[config.mk]
export PLATFORM = sky130hd
export DESIGN_NAME = char_lcd_4bit_sequencer_unit_flat
export DESIGN_NICKNAME = d
export VERILOG_FILES = /design/src/lcd4_pkg.sv /design/src/lcd4_if.sv /design/src/char_lcd_4bit_sequencer_unit.sv /design/src/lcd4_sequencer.sv /design/src/lcd4_datapath.sv /design/src/flat_wrapper.sv
export SDC_FILE = /design/constraint.sdc
export NUM_CORES = 1
export LEC_CHECK = 0
export BUFFER_PORTS_ARGS = -buffer_cell sky130_fd_sc_hd__buf_2
export CELL_PAD_IN_SITES_DETAIL_PLACEMENT = 1
export CELL_PAD_IN_SITES_GLOBAL_PLACEMENT = 1
export CORE_AREA = 10 10 130 192
export CTS_BUF_LIST = sky130_fd_sc_hd__clkbuf_8
export DETAILED_ROUTE_END_ITERATION = 6
export DIE_AREA = 0 0 140 202
export PLACE_DENSITY = 0.68
export SETUP_SLACK_MARGIN = 0.5
export SYNTH_ARGS = -nofsm -noshare
export SYNTH_HDL_FRONTEND = slang
export SYNTH_SLANG_ARGS = --single-unit
[constraint.sdc]
create_clock -name clock -period 4.05 [get_ports clock]
set_input_delay 0.81 -clock clock [delete_from_list [all_inputs] [get_ports clock]]
set_output_delay 0.81 -clock clock [all_outputs]
set_load 0.01 [all_outputs]
[src/lcd4_pkg.sv]
// shared types, codes and control program for the 4-bit character lcd sequencer
package lcd4_pkg;

   // input commands
   localparam logic [1:0] CMD_DATA  = 2'd0;
   localparam logic [1:0] CMD_INSTR = 2'd1;
   localparam logic [1:0] CMD_POS   = 2'd2;
   localparam logic [1:0] CMD_INIT  = 2'd3;

   localparam int PC_W = 6;
   typedef logic [PC_W-1:0] pc_type;

   localparam pc_type BYTE_ENTRY = 6'd0;
   localparam pc_type INIT_ENTRY = 6'd5;

   // rs source
   localparam logic [1:0] RS_ZERO = 2'd0;
   localparam logic [1:0] RS_ONE  = 2'd1;
   localparam logic [1:0] RS_ITEM = 2'd2;

   // nibble source
   localparam logic [1:0] D_CONST = 2'd0;
   localparam logic [1:0] D_HI    = 2'd1;
   localparam logic [1:0] D_LO    = 2'd2;

   // backlight source
   localparam logic [1:0] BL_KEEP = 2'd0;
   localparam logic [1:0] BL_ZERO = 2'd1;
   localparam logic [1:0] BL_ONE  = 2'd2;

   // wait base
   localparam logic [1:0] W_NONE    = 2'd0;
   localparam logic [1:0] W_STROBE  = 2'd1;
   localparam logic [1:0] W_STROBE2 = 2'd2;
   localparam logic [1:0] W_TAIL    = 2'd3;

   // wait addend
   localparam logic [2:0] K_NONE  = 3'd0;
   localparam logic [2:0] K_1MS   = 3'd1;
   localparam logic [2:0] K_5MS   = 3'd2;
   localparam logic [2:0] K_10MS  = 3'd3;
   localparam logic [2:0] K_50MS  = 3'd4;
   localparam logic [2:0] K_120MS = 3'd5;

   localparam logic [9:0] STROBE_RESET = 10'd100;

   typedef struct packed {
      logic       hold;
      logic [1:0] rs_sel;
      logic       e;
      logic [1:0] d_sel;
      logic [3:0] d_const;
      logic [1:0] bl_sel;
      logic [1:0] w_sel;
      logic [2:0] k_sel;
      logic       last;
   } lcd4_ctrl_type;

   typedef struct packed {
      logic        reg_select;
      logic        enable;
      logic [3:0]  data_nibble;
      logic        backlight;
      logic [18:0] wait_us;
      logic        last;
   } lcd4_snap_type;

   typedef struct packed {
      logic [1:0] command;
      logic [7:0] byte_value;
      logic [5:0] column;
      logic       row;
      logic [7:0] extra_wait_ms;
   } lcd4_item_type;

   function automatic logic [18:0] lcd4_wait_const(input logic [2:0] k);
      logic [18:0] v;
      unique case (k)
         K_NONE:  v = 19'd0;
         K_1MS:   v = 19'd1000;
         K_5MS:   v = 19'd5000;
         K_10MS:  v = 19'd10000;
         K_50MS:  v = 19'd50000;
         K_120MS: v = 19'd120000;
         default: v = 19'd0;
      endcase
      return v;
   endfunction

   function automatic lcd4_ctrl_type cw(input logic hold, input logic [1:0] rs,
                                        input logic e, input logic [1:0] ds,
                                        input logic [3:0] dc, input logic [1:0] bl,
                                        input logic [1:0] ws, input logic [2:0] ks,
                                        input logic last);
      lcd4_ctrl_type w;
      w.hold    = hold;
      w.rs_sel  = rs;
      w.e       = e;
      w.d_sel   = ds;
      w.d_const = dc;
      w.bl_sel  = bl;
      w.w_sel   = ws;
      w.k_sel   = ks;
      w.last    = last;
      return w;
   endfunction

   // control program: byte write at 0, init sequence at 5
   function automatic lcd4_ctrl_type lcd4_rom(input pc_type pc);
      lcd4_ctrl_type w;
      unique case (pc)
         // byte write
         6'd0:  w = cw(1'b0, RS_ITEM, 1'b1, D_HI, 4'h0, BL_KEEP, W_STROBE, K_NONE, 1'b0);
         6'd1:  w = cw(1'b0, RS_ITEM, 1'b0, D_HI, 4'h0, BL_KEEP, W_STROBE, K_NONE, 1'b0);
         6'd2:  w = cw(1'b0, RS_ITEM, 1'b1, D_LO, 4'h0, BL_KEEP, W_STROBE, K_NONE, 1'b0);
         6'd3:  w = cw(1'b0, RS_ITEM, 1'b0, D_LO, 4'h0, BL_KEEP, W_STROBE2, K_NONE, 1'b0);
         6'd4:  w = cw(1'b0, RS_ONE, 1'b0, D_LO, 4'h0, BL_KEEP, W_TAIL, K_NONE, 1'b1);
         // init: hold pins, all low, wake-up nibbles
         6'd5:  w = cw(1'b1, RS_ZERO, 1'b0, D_CONST, 4'h0, BL_KEEP, W_NONE, K_120MS, 1'b0);
         6'd6:  w = cw(1'b0, RS_ZERO, 1'b0, D_CONST, 4'h0, BL_ZERO, W_NONE, K_50MS, 1'b0);
         6'd7:  w = cw(1'b0, RS_ZERO, 1'b1, D_CONST, 4'h3, BL_ZERO, W_STROBE, K_NONE, 1'b0);
         6'd8:  w = cw(1'b0, RS_ZERO, 1'b0, D_CONST, 4'h3, BL_ZERO, W_STROBE, K_10MS, 1'b0);
         6'd9:  w = cw(1'b0, RS_ZERO, 1'b1, D_CONST, 4'h3, BL_ZERO, W_STROBE, K_NONE, 1'b0);
         6'd10: w = cw(1'b0, RS_ZERO, 1'b0, D_CONST, 4'h3, BL_ZERO, W_STROBE, K_10MS, 1'b0);
         6'd11: w = cw(1'b0, RS_ZERO, 1'b1, D_CONST, 4'h3, BL_ZERO, W_STROBE, K_NONE, 1'b0);
         6'd12: w = cw(1'b0, RS_ZERO, 1'b0, D_CONST, 4'h3, BL_ZERO, W_STROBE, K_10MS, 1'b0);
         6'd13: w = cw(1'b0, RS_ZERO, 1'b1, D_CONST, 4'h2, BL_ZERO, W_STROBE, K_NONE, 1'b0);
         6'd14: w = cw(1'b0, RS_ZERO, 1'b0, D_CONST, 4'h2, BL_ZERO, W_STROBE, K_5MS, 1'b0);
         // function set 0x28
         6'd15: w = cw(1'b0, RS_ZERO, 1'b1, D_CONST, 4'h2, BL_ZERO, W_STROBE, K_NONE, 1'b0);
         6'd16: w = cw(1'b0, RS_ZERO, 1'b0, D_CONST, 4'h2, BL_ZERO, W_STROBE, K_NONE, 1'b0);
         6'd17: w = cw(1'b0, RS_ZERO, 1'b1, D_CONST, 4'h8, BL_ZERO, W_STROBE, K_NONE, 1'b0);
         6'd18: w = cw(1'b0, RS_ZERO, 1'b0, D_CONST, 4'h8, BL_ZERO, W_STROBE2, K_NONE, 1'b0);
         6'd19: w = cw(1'b0, RS_ONE, 1'b0, D_CONST, 4'h8, BL_ZERO, W_NONE, K_1MS, 1'b0);
         // display off 0x08
         6'd20: w = cw(1'b0, RS_ZERO, 1'b1, D_CONST, 4'h0, BL_ZERO, W_STROBE, K_NONE, 1'b0);
         6'd21: w = cw(1'b0, RS_ZERO, 1'b0, D_CONST, 4'h0, BL_ZERO, W_STROBE, K_NONE, 1'b0);
         6'd22: w = cw(1'b0, RS_ZERO, 1'b1, D_CONST, 4'h8, BL_ZERO, W_STROBE, K_NONE, 1'b0);
         6'd23: w = cw(1'b0, RS_ZERO, 1'b0, D_CONST, 4'h8, BL_ZERO, W_STROBE2, K_NONE, 1'b0);
         6'd24: w = cw(1'b0, RS_ONE, 1'b0, D_CONST, 4'h8, BL_ZERO, W_NONE, K_1MS, 1'b0);
         // clear 0x01
         6'd25: w = cw(1'b0, RS_ZERO, 1'b1, D_CONST, 4'h0, BL_ZERO, W_STROBE, K_NONE, 1'b0);
         6'd26: w = cw(1'b0, RS_ZERO, 1'b0, D_CONST, 4'h0, BL_ZERO, W_STROBE, K_NONE, 1'b0);
         6'd27: w = cw(1'b0, RS_ZERO, 1'b1, D_CONST, 4'h1, BL_ZERO, W_STROBE, K_NONE, 1'b0);
         6'd28: w = cw(1'b0, RS_ZERO, 1'b0, D_CONST, 4'h1, BL_ZERO, W_STROBE2, K_NONE, 1'b0);
         6'd29: w = cw(1'b0, RS_ONE, 1'b0, D_CONST, 4'h1, BL_ZERO, W_NONE, K_10MS, 1'b0);
         // entry mode 0x06
         6'd30: w = cw(1'b0, RS_ZERO, 1'b1, D_CONST, 4'h0, BL_ZERO, W_STROBE, K_NONE, 1'b0);
         6'd31: w = cw(1'b0, RS_ZERO, 1'b0, D_CONST, 4'h0, BL_ZERO, W_STROBE, K_NONE, 1'b0);
         6'd32: w = cw(1'b0, RS_ZERO, 1'b1, D_CONST, 4'h6, BL_ZERO, W_STROBE, K_NONE, 1'b0);
         6'd33: w = cw(1'b0, RS_ZERO, 1'b0, D_CONST, 4'h6, BL_ZERO, W_STROBE2, K_NONE, 1'b0);
         6'd34: w = cw(1'b0, RS_ONE, 1'b0, D_CONST, 4'h6, BL_ZERO, W_NONE, K_5MS, 1'b0);
         // display on 0x0c
         6'd35: w = cw(1'b0, RS_ZERO, 1'b1, D_CONST, 4'h0, BL_ZERO, W_STROBE, K_NONE, 1'b0);
         6'd36: w = cw(1'b0, RS_ZERO, 1'b0, D_CONST, 4'h0, BL_ZERO, W_STROBE, K_NONE, 1'b0);
         6'd37: w = cw(1'b0, RS_ZERO, 1'b1, D_CONST, 4'hC, BL_ZERO, W_STROBE, K_NONE, 1'b0);
         6'd38: w = cw(1'b0, RS_ZERO, 1'b0, D_CONST, 4'hC, BL_ZERO, W_STROBE2, K_NONE, 1'b0);
         6'd39: w = cw(1'b0, RS_ONE, 1'b0, D_CONST, 4'hC, BL_ZERO, W_NONE, K_10MS, 1'b0);
         // backlight on
         6'd40: w = cw(1'b0, RS_ONE, 1'b0, D_CONST, 4'hC, BL_ONE, W_TAIL, K_NONE, 1'b1);
         default: w = cw(1'b0, RS_ZERO, 1'b0, D_CONST, 4'h0, BL_KEEP, W_NONE, K_NONE, 1'b1);
      endcase
      return w;
   endfunction

endpackage

[src/lcd4_if.sv]
// handshake channel interfaces for the lcd sequencer
interface lcd4_req_if;
   logic       valid;
   logic       ready;
   logic [1:0] command;
   logic [7:0] byte_value;
   logic [5:0] column;
   logic       row;
   logic [7:0] extra_wait_ms;
   modport source (output valid, command, byte_value, column, row, extra_wait_ms,
                   input ready);
   modport sink (input valid, command, byte_value, column, row, extra_wait_ms,
                 output ready);
endinterface

interface lcd4_rsp_if;
   logic        valid;
   logic        ready;
   logic        reg_select;
   logic        enable;
   logic [3:0]  data_nibble;
   logic        backlight;
   logic [18:0] wait_us;
   logic        last;
   modport source (output valid, reg_select, enable, data_nibble, backlight, wait_us,
                   last, input ready);
   modport sink (input valid, reg_select, enable, data_nibble, backlight, wait_us,
                 last, output ready);
endinterface

interface lcd4_csr_if;
   logic       valid;
   logic       ready;
   logic [9:0] strobe_wait_us;
   modport source (output valid, strobe_wait_us, input ready);
   modport sink (input valid, strobe_wait_us, output ready);
endinterface

[src/char_lcd_4bit_sequencer_unit.sv]
// top level of the 4-bit character lcd sequencer
//
// req_chan takes one operation per transfer: data write, instruction write,
// set position or the power-on init sequence. rsp_chan returns a run of pin
// snapshots (rs, e, d4..d7, backlight) each with the time in microseconds to
// hold it; last marks the final snapshot of a run. csr_chan writes the strobe
// wait and is always ready; write it only while the block is idle.
// a write run is 5 snapshots, an init run 36. after the request transfer the
// step counter is set, then the first snapshot is loaded into the output
// register; then one snapshot per cycle while the receiver takes them. the
// rate is set by the control program stepping one word per snapshot.
// req_chan is ready again the cycle after the last snapshot is loaded, even if
// that snapshot still waits in the output register.
// a stall on rsp_chan freezes the step counter and holds the snapshot.
// reset empties the output register, clears all pins to low (backlight off)
// and sets the strobe wait to 100 us.
module char_lcd_4bit_sequencer_unit
   import lcd4_pkg::*;
(
   input logic        clock,
   input logic        reset,
   lcd4_req_if.sink   req_chan,
   lcd4_rsp_if.source rsp_chan,
   lcd4_csr_if.sink   csr_chan
);

   logic [9:0]    strobe_ff, strobe_in;
   logic          rsp_valid_ff, rsp_valid_in;
   logic          start;
   logic          advance;
   logic          busy;
   lcd4_ctrl_type ctrl;
   lcd4_snap_type snap;
   lcd4_item_type item;

   // strobe wait register
   assign csr_chan.ready = 1'b1;
   assign strobe_in = (csr_chan.valid) ? csr_chan.strobe_wait_us : strobe_ff;

   // one operation at a time
   assign req_chan.ready = !busy;
   assign start          = req_chan.valid && !busy;

   // load a new snapshot whenever the output register is free or being drained
   assign advance = busy && (!rsp_valid_ff || rsp_chan.ready);

   always_comb begin
      rsp_valid_in = rsp_valid_ff;
      if (advance) begin
         rsp_valid_in = 1'b1;
      end else if (rsp_chan.ready) begin
         rsp_valid_in = 1'b0;
      end
   end

   always_comb begin
      item.command       = req_chan.command;
      item.byte_value    = req_chan.byte_value;
      item.column        = req_chan.column;
      item.row           = req_chan.row;
      item.extra_wait_ms = req_chan.extra_wait_ms;
   end

   always_ff @(posedge clock) begin
      if (reset) begin
         strobe_ff    <= STROBE_RESET;
         rsp_valid_ff <= 1'b0;
      end else begin
         strobe_ff    <= strobe_in;
         rsp_valid_ff <= rsp_valid_in;
      end
   end

   lcd4_sequencer u_seq (
      .clock   (clock),
      .reset   (reset),
      .start   (start),
      .command (req_chan.command),
      .advance (advance),
      .ctrl    (ctrl),
      .busy    (busy)
   );

   lcd4_datapath u_dp (
      .clock          (clock),
      .reset          (reset),
      .start          (start),
      .item           (item),
      .strobe_wait_us (strobe_ff),
      .advance        (advance),
      .ctrl           (ctrl),
      .snap           (snap)
   );

   // result channel
   assign rsp_chan.valid       = rsp_valid_ff;
   assign rsp_chan.reg_select  = snap.reg_select;
   assign rsp_chan.enable      = snap.enable;
   assign rsp_chan.data_nibble = snap.data_nibble;
   assign rsp_chan.backlight   = snap.backlight;
   assign rsp_chan.wait_us     = snap.wait_us;
   assign rsp_chan.last        = snap.last;

   // the last program word ends the run
   a_last_ends_run: assert property (@(posedge clock) disable iff (reset)
      advance && ctrl.last |=> !busy)
      else $error("sequencer still busy after last snapshot");

   // a stalled receiver freezes the program
   a_stall_holds_step: assert property (@(posedge clock) disable iff (reset)
      busy && rsp_valid_ff && !rsp_chan.ready |=> $stable(ctrl))
      else $error("control word moved during output stall");

   // every loaded snapshot is offered
   a_load_shows_valid: assert property (@(posedge clock) disable iff (reset)
      advance |=> rsp_valid_ff)
      else $error("snapshot loaded but not offered");

endmodule

[src/lcd4_sequencer.sv]
// step counter and control store of the lcd sequencer
module lcd4_sequencer
   import lcd4_pkg::*;
(
   input  logic          clock,
   input  logic          reset,
   input  logic          start,
   input  logic [1:0]    command,
   input  logic          advance,
   output lcd4_ctrl_type ctrl,
   output logic          busy
);

   pc_type pc_ff, pc_in;
   logic   busy_ff, busy_in;

   assign ctrl = lcd4_rom(pc_ff);
   assign busy = busy_ff;

   always_comb begin
      pc_in   = pc_ff;
      busy_in = busy_ff;
      if (start) begin
         // dispatch jump
         pc_in   = (command == CMD_INIT) ? INIT_ENTRY : BYTE_ENTRY;
         busy_in = 1'b1;
      end else if (advance) begin
         if (ctrl.last) begin
            busy_in = 1'b0;
         end else begin
            pc_in = pc_ff + 1'b1;
         end
      end
   end

   always_ff @(posedge clock) begin
      if (reset) begin
         pc_ff   <= BYTE_ENTRY;
         busy_ff <= 1'b0;
      end else begin
         pc_ff   <= pc_in;
         busy_ff <= busy_in;
      end
   end

endmodule

[src/lcd4_datapath.sv]
// item registers, pin image and snapshot output register
module lcd4_datapath
   import lcd4_pkg::*;
(
   input  logic          clock,
   input  logic          reset,
   input  logic          start,
   input  lcd4_item_type item,
   input  logic [9:0]    strobe_wait_us,
   input  logic          advance,
   input  lcd4_ctrl_type ctrl,
   output lcd4_snap_type snap
);

   logic [7:0]    byte_ff, byte_in;
   logic          rs_item_ff, rs_item_in;
   logic [17:0]   tail_ff, tail_in;
   lcd4_snap_type snap_ff, snap_in;
   logic [6:0]    pos_sum;
   logic [18:0]   wait_base;

   assign snap = snap_ff;

   // item capture
   always_comb begin
      pos_sum    = (item.row ? 7'h40 : 7'h00) + {1'b0, item.column};
      byte_in    = (item.command == CMD_POS) ? {1'b1, pos_sum} : item.byte_value;
      rs_item_in = (item.command == CMD_DATA);
      tail_in    = 18'(item.extra_wait_ms) * 18'd1000;
   end

   // snapshot formation
   always_comb begin
      snap_in = snap_ff;
      unique case (ctrl.w_sel)
         W_NONE:    wait_base = 19'd0;
         W_STROBE:  wait_base = {9'd0, strobe_wait_us};
         W_STROBE2: wait_base = {8'd0, strobe_wait_us, 1'b0};
         W_TAIL:    wait_base = {1'b0, tail_ff};
         default:   wait_base = 19'd0;
      endcase
      snap_in.wait_us = wait_base + lcd4_wait_const(ctrl.k_sel);
      snap_in.last    = ctrl.last;
      if (!ctrl.hold) begin
         unique case (ctrl.rs_sel)
            RS_ZERO: snap_in.reg_select = 1'b0;
            RS_ONE:  snap_in.reg_select = 1'b1;
            RS_ITEM: snap_in.reg_select = rs_item_ff;
            default: snap_in.reg_select = 1'b0;
         endcase
         snap_in.enable = ctrl.e;
         unique case (ctrl.d_sel)
            D_CONST: snap_in.data_nibble = ctrl.d_const;
            D_HI:    snap_in.data_nibble = byte_ff[7:4];
            D_LO:    snap_in.data_nibble = byte_ff[3:0];
            default: snap_in.data_nibble = ctrl.d_const;
         endcase
         unique case (ctrl.bl_sel)
            BL_KEEP: snap_in.backlight = snap_ff.backlight;
            BL_ZERO: snap_in.backlight = 1'b0;
            BL_ONE:  snap_in.backlight = 1'b1;
            default: snap_in.backlight = snap_ff.backlight;
         endcase
      end
   end

   always_ff @(posedge clock) begin
      if (start) begin
         byte_ff    <= byte_in;
         rs_item_ff <= rs_item_in;
         tail_ff    <= tail_in;
      end
   end

   // the pin fields double as the pin image, so they are reset
   always_ff @(posedge clock) begin
      if (reset) begin
         snap_ff <= '0;
      end else if (advance) begin
         snap_ff <= snap_in;
      end
   end

endmodule

[src/flat_wrapper.sv]
// flat-port wrapper written by rule: the top's interface ports become plain ports
module char_lcd_4bit_sequencer_unit_flat import lcd4_pkg::*;
  (clock, reset, req_chan_valid, req_chan_command, req_chan_byte_value, req_chan_column, req_chan_row, req_chan_extra_wait_ms, req_chan_ready, rsp_chan_valid, rsp_chan_reg_select, rsp_chan_enable, rsp_chan_data_nibble, rsp_chan_backlight, rsp_chan_wait_us, rsp_chan_last, rsp_chan_ready, csr_chan_valid, csr_chan_strobe_wait_us, csr_chan_ready);
  lcd4_req_if req_chan_i ();
  lcd4_rsp_if rsp_chan_i ();
  lcd4_csr_if csr_chan_i ();
  input logic clock;
  input logic reset;
  input wire logic [$bits(req_chan_i.valid)-1:0] req_chan_valid;
  input wire logic [$bits(req_chan_i.command)-1:0] req_chan_command;
  input wire logic [$bits(req_chan_i.byte_value)-1:0] req_chan_byte_value;
  input wire logic [$bits(req_chan_i.column)-1:0] req_chan_column;
  input wire logic [$bits(req_chan_i.row)-1:0] req_chan_row;
  input wire logic [$bits(req_chan_i.extra_wait_ms)-1:0] req_chan_extra_wait_ms;
  output wire logic [$bits(req_chan_i.ready)-1:0] req_chan_ready;
  output wire logic [$bits(rsp_chan_i.valid)-1:0] rsp_chan_valid;
  output wire logic [$bits(rsp_chan_i.reg_select)-1:0] rsp_chan_reg_select;
  output wire logic [$bits(rsp_chan_i.enable)-1:0] rsp_chan_enable;
  output wire logic [$bits(rsp_chan_i.data_nibble)-1:0] rsp_chan_data_nibble;
  output wire logic [$bits(rsp_chan_i.backlight)-1:0] rsp_chan_backlight;
  output wire logic [$bits(rsp_chan_i.wait_us)-1:0] rsp_chan_wait_us;
  output wire logic [$bits(rsp_chan_i.last)-1:0] rsp_chan_last;
  input wire logic [$bits(rsp_chan_i.ready)-1:0] rsp_chan_ready;
  input wire logic [$bits(csr_chan_i.valid)-1:0] csr_chan_valid;
  input wire logic [$bits(csr_chan_i.strobe_wait_us)-1:0] csr_chan_strobe_wait_us;
  output wire logic [$bits(csr_chan_i.ready)-1:0] csr_chan_ready;
  assign req_chan_i.valid = req_chan_valid;
  assign req_chan_i.command = req_chan_command;
  assign req_chan_i.byte_value = req_chan_byte_value;
  assign req_chan_i.column = req_chan_column;
  assign req_chan_i.row = req_chan_row;
  assign req_chan_i.extra_wait_ms = req_chan_extra_wait_ms;
  assign req_chan_ready = req_chan_i.ready;
  assign rsp_chan_valid = rsp_chan_i.valid;
  assign rsp_chan_reg_select = rsp_chan_i.reg_select;
  assign rsp_chan_enable = rsp_chan_i.enable;
  assign rsp_chan_data_nibble = rsp_chan_i.data_nibble;
  assign rsp_chan_backlight = rsp_chan_i.backlight;
  assign rsp_chan_wait_us = rsp_chan_i.wait_us;
  assign rsp_chan_last = rsp_chan_i.last;
  assign rsp_chan_i.ready = rsp_chan_ready;
  assign csr_chan_i.valid = csr_chan_valid;
  assign csr_chan_i.strobe_wait_us = csr_chan_strobe_wait_us;
  assign csr_chan_ready = csr_chan_i.ready;
  char_lcd_4bit_sequencer_unit u_core (.clock(clock), .reset(reset), .req_chan(req_chan_i), .rsp_chan(rsp_chan_i), .csr_chan(csr_chan_i));
endmodule
# ---- Word level (Yosys, flattened, before mapping)
# Memory sizes are Yosys's and may differ from the RTL's. A register that Yosys moved wholly into a read port is not among the register bits.
# Index checks and enable logic that the tools add are counted.
dict set report totals {
  input_bits 40
  elab_cells 70
  regBits 69
  output_inout_bits 30
  romBits 1152
  memories 1
}
dict set report op_classes {
  mux 18
  eq_ne 17
  reduce_logical 15
  n_mul 1
  addsub 3
  bitwise_logic 1
}
# name depth word_bits rd rd_ports_with_merged_regs wr line_no
set mem_list {}
lappend mem_list {{(no name shown)} 64 18 1 1 0 lcd4_pkg.sv:111} ;# unique case (pc)
# cell count
set ops {}
lappend ops {{$pmux W17 S5} 1}
lappend ops {{$pmux W19 S4} 1}
lappend ops {{$mux W6} 5}
lappend ops {{$add A19 B19 Y19} 1}
lappend ops {{$mul A8 B7 Y15 const B} 1}
lappend ops {{$eq A2 B2 Y1 const B} 7}
lappend ops {{$mux W7} 2}
lappend ops {{$eq A2 B1 Y1 const B} 4}
lappend ops {{$pmux W4 S2} 1}
lappend ops {{$reduce_bool A2 Y1} 4}
lappend ops {{$add A7 B6 Y7} 1}
lappend ops {{$add A6 B1 Y6 const B} 1}
lappend ops {{$eq A3 B2 Y1 const B} 2}
lappend ops {{$eq A3 B3 Y1 const B} 2}
lappend ops {{$reduce_and A2 Y1} 3}
lappend ops {{$mux W1} 5}
lappend ops {{$logic_not A2 Y1} 2}
lappend ops {{$pmux W1 S2} 2}
lappend ops {{$eq A3 B1 Y1 const B} 1}
lappend ops {{$mux W3} 1}
lappend ops {{$reduce_and A3 Y1} 1}
lappend ops {{$logic_and A1 B1 Y1} 2}
lappend ops {{$logic_not A1 Y1} 2}
lappend ops {{$ne A2 B1 Y1 const B} 1}
lappend ops {{other kinds (2)} 2}

# ---- Logic depth before layout (Yosys ltp)
dict set report depth {
  depth_word 7
  ltp_mapped 14
  ltp_nobuf 14
}

# ---- By module
# From an unflattened synthesis, not the netlist that was laid out.
dict set report unflattened {
  hier_cells 682
  hier_area_um2 6397.4
}
# module seq_area_each_um2 cells_each area_each_um2 instances
set by_module_without_submodules {}
lappend by_module_without_submodules {lcd4_datapath 1261.2 451 4370.4 1}
lappend by_module_without_submodules {lcd4_sequencer 500.5 191 1606.5 1}
lappend by_module_without_submodules {char_lcd_4bit_sequencer_unit 220.2 40 420.4 1}

# ---- Least setup slack after synthesis
# No wires, ideal clock.
dict set report synth_path {
  kind {input-to-reg}
  start {input port req_chan_extra_wait_ms[0]}
  end {register u_core.u_dp.tail_ff[16] (data pin)}
  path_buffers 0
  stages 13
  setup_time_ps 158
  path_slack_ps -286
  t_arrival_ps 4178
  path_cell_list {fa_1 xor2_1 ha_1 inv_1 fa_1 fa_1 inv_1 ha_1 a21oi_1 o21ai_0 or4_1 a211o_1 o211ai_1}
}
dict set report synth_between {
  elab_chain_cells 1
}
# item line_no
set synth_rtl {}
lappend synth_rtl {{from (decl)} flat_wrapper.sv:14} ;# input wire logic [$bits(req_chan_i.extra_wait_ms)-1:0] req_chan_extra_wait_ms;
lappend synth_rtl {{$mul A8 B7 Y15} lcd4_datapath.sv:29} ;# tail_in = 18'(item.extra_wait_ms) * 18'd1000;
lappend synth_rtl {{net u_core.u_dp.tail_in[16]} lcd4_datapath.sv:17} ;# logic [17:0] tail_ff, tail_in;
lappend synth_rtl {{to (signal assigned)} lcd4_datapath.sv:71} ;# tail_ff <= tail_in;
lappend synth_rtl {{to (decl)} lcd4_datapath.sv:17}
# The timed path passes the listed nets, and every way through them passes these cells.
# A chain may end at the register's enable or synchronous reset.

# ---- Final worst setup path
dict set report layout_path {
  start {input port req_chan_extra_wait_ms[0]}
  end {register u_core.u_dp.tail_ff[11] (data pin)}
}
# Same word-level chain as after synthesis.

==> out/metrics.cfg <==
[sta]
slew_headroom=0.527
hold_violations=0
fin_worst_skew_ns=0.0146
rsz0062_at_grt=yes
report.final.setup_viol=0
slew_violations=0
final.period_utilization=0.998
max_freq_ghz=0.247
worst_pin_slew_ns=0.709
min_period_ns=4.04

[hold_path]
hp-class=flip-flop to flip-flop
hold_path_depth=2
holdPathEnd=u_core.u_dp.snap[10]
hold_path_startpoint=u_core.u_dp.snap[10]

[setup_path]
rrSetupSlack_ns=0.59
cp-start-kind=input port
crit_type=input port to flip-flop
cp_slowest_cell=fa_1
path_cells=buf_8 -> fa_1 -> xor2_1 -> ha_1 -> inv_2 -> fa_1 -> fa_1 -> inv_2 -> ha_4 -> buf_6 -> o21ai_4 -> o21ai_4 -> buf_4 -> buf_6 -> buf_6 -> buf_6 -> buf_6 -> a22oi_2
reg2reg_to=u_core.u_dp.snap[16]
reg2reg_from=u_core.u_seq.ctrl[2]
worst-r2r-cell-count=12
cp_max_fo=2
endpoint_kind=flip-flop
cp_slowest_stage_delay_ns=0.58
critPathArrivalTime_ns=4.16
cpMostUsedCell=buf_6
cp.required_ns=4.17

[grt]
antenna_found_initial=0
first_global_vias=5844
grt_first_pass_wirelength_um=28800
grt_max_degree=33
grt_remaining_overflow=0
grt_use_total=0.121

[cts]
tritoncts=built
cts-root-buf=clkbuf_8
cts_buffers=9
worstSkewPairLatency_ns=0.37
cts.clk_slew.worst_paths_ns=0.09
cts_max_path_buffers=2
htreeDepth=3
cts_sinks=87

[power_and_ir_drop]
clkPwrFrac=0.197
combPwrFrac=0.482
finalPower_mw=3.35
netSwitchingFraction=0.353
vdd_drop_max_mv=0.212
power.internal_mw=2.17
switchingPower_mw=1.18
cellLeakagePower_nw=3.53
powerDensity_mw_per_mm2=435
p_seq_frac=0.321

[placed_design]
io_buffers=68
globalplace.congestion=0.847
dp_cells=1046
place_hpwl_um=13300

[route]
firstDrtPassIters=4
ant_nets=0
route.detailed.drc=0
vias=5483
drt_iter0_drc=280
wirelength_um=17300
vias_per_cell=5.09
wl_per_cell_um=16.1

[die]
die_x_um=140
initial_core_util=0.296
io_pins=70
die-area_mm2=0.0283
die_h_um=202
fp.coreArea_mm2=0.0215
rows=66

[synthesis]
yosysSeqAreaShare=0.312
synth_area_mm2=0.00635
synth_edf_count=24
synth_area_per_cell_um2=9.05
ys_warn_count=0
synth_seq_cells=87
yosys.area.top_type=dfxtp_1
synth-main-ff-cell=dfxtp_1
async_flop_share=0
synth.distinct_cells=71
syn-instance-count=702
synth_nets=830
synth_top_cell_area_share=0.199
synthTopCellsByArea=dfxtp_1 (20%), ha_1 (13%), edfxtp_1 (11%), fa_1 (6.9%), nand2_1 (3.8%)

[cells_and_area]
stdcell_count=1078
num_antenna_cells=0
fin_nets=929
final_core_util=0.358
drive_gt1_frac=0.236
fill_cells=2551
seqCellArea_mm2=0.00199
multi_input_area_mm2=0.00413
area_growth_pct=21.1

[run]
max_cap_violations=0

[outcome]
status=completed

cell families after synthesis:
logic type / synth area share
mux: 0.0551
other cells: 0.000590
fa+ha+maj: 0.199
flops: 0.312
simple gates: 0.173
buf+inv: 0.0595
compound gates: 0.176
xor+xnor: 0.0248
synthesized netlist by cell type (4+ instances only):
| cell type | count |
|---|---|
| and3_1 | 12 |
| o211ai_1 | 6 |
| or3_1 | 6 |
| o311a_1 | 4 |
| or4_1 | 6 |
| a22oi_1 | 6 |
| nor2b_1 | 7 |
| xnor2_1 | 11 |
| mux2_2 | 16 |
| mux2i_1 | 17 |
| nand2b_1 | 8 |
| nor4b_1 | 5 |
| a211oi_1 | 11 |
| nor3b_1 | 4 |
| edfxtp_1 | 24 |
| dfxtp_1 | 63 |
| clkbuf_1 | 25 |
| nand2_1 | 65 |
| fa_1 | 22 |
| ha_1 | 66 |
| nor3_1 | 14 |
| nor2_1 | 46 |
| o21ai_0 | 25 |
| a31oi_1 | 4 |
| a211o_1 | 4 |
| o21bai_1 | 4 |
| nand4_1 | 7 |
| a21o_1 | 17 |
| nand3_1 | 27 |
| a22o_1 | 8 |
| inv_1 | 54 |
| a21oi_1 | 45 |
| xor2_1 | 7 |
worst max-delay path, delay by kind of cell:
| kind | cells | cell delay (ns) |
|---|---|---|
| adders and majority gates | 5 | 2.07 |
| buffers and inverters | 9 | 0.77 |
| xor gates and xnor gates | 1 | 0.17 |
| AOI/OAI and AO/OA | 3 | 0.32 |
cells in the final DEF (no fill, tap or decap), drive strengths merged, types with 22 or more instances in the layout:
cell | Yosys | routed
ha | 66 | 66
o21ai | 25 | 25
buf | 9 | 122
nor2 | 46 | 46
inv | 55 | 56
dfxtp | 63 | 63
a21oi | 45 | 45
fa | 22 | 22
nand3 | 28 | 28
edfxtp | 24 | 24
nand2 | 65 | 65
layout make-up:
class                   count  area share
clock buffers               9      0.0161
clock inverters             7      0.0106
inverters                  57      0.0301
multi-input cells         524       0.537
flip-flops and latches     87       0.258
well taps                 272      0.0442
repair buffers            122       0.104
through the flow:
stage / setup TNS, ns / worst slack, ns / cell area (um2) / hold WS, ns
2_1_floorplan: -0.299 / -0.161 / 6390 / 0.417
3_3_place_gp: -1.53 / -0.401 / 7210 / 0.428
3_5_place_dp: -1.76 / -0.462 / 7210 / 0.442
4_1_cts: -0.0625 / -0.0625 / 7560 / 0.453
5_1_grt: -0.526 / -0.152 / 7690 / 0.475
6_report: 0 / 0.00771 / 7690 / 0.450
power by group through the flow:
stage	Combinational (mW)	Clock (mW)	Sequential [mW]
finish	1.61	0.659	1.08
global placement	1.26	0	1.09
floorplan	0.881	0	1.09
CTS	1.46	0.679	1.08
detailed placement	1.30	0	1.10
global route	1.80	0.713	1.09
repair_timing:
item / 4_1_cts / 5_1_grt
gates resized for setup: 25 / 21
setup endpoints to repair: 8 / 10
hold buffers: 0 / 0
pin swaps: 17 / 21
buffers inserted: 7 / 9
flip-flops by register name, indices dropped and copies added, names as in the netlist:
signal,cells
u_core.u_seq.pc_ff,6
u_core.u_dp.rs_item_ff,1
u_core.u_dp.snap,27
u_core.strobe_ff,10
u_core.u_dp.tail_ff,15
u_core.u_seq.busy,1
u_core.u_seq.ctrl,18
u_core.rsp_chan.valid,1
u_core.u_dp.byte_ff,8
routing by layer:
metal | share of wire | GRT usage
met1 | 0.43 | 0.137
met2 | 0.53 | 0.224
met3 | 0.023 | 0.0145
met4 | 0.022 | 0.0451
met5 | 0 | 0
worst max-delay path by stage:
stage	depth (start not counted)	to	slack [ns]	startpoint
6_report	18	u_core.u_dp.tail_ff[11]	0.008	req_chan_extra_wait_ms[0]
5_1_grt	14	u_core.u_dp.tail_ff[16]	-0.15	req_chan_extra_wait_ms[0]
4_1_cts	14	u_core.u_dp.tail_ff[16]	-0.06	req_chan_extra_wait_ms[0]
3_5_place_dp	14	u_core.u_dp.tail_ff[16]	-0.46	req_chan_extra_wait_ms[2]
3_3_place_gp	14	u_core.u_dp.tail_ff[16]	-0.40	req_chan_extra_wait_ms[2]
2_1_floorplan	13	u_core.u_dp.tail_ff[16]	-0.16	req_chan_extra_wait_ms[2]
No activity file was read; power rests on OpenSTA's default activity.
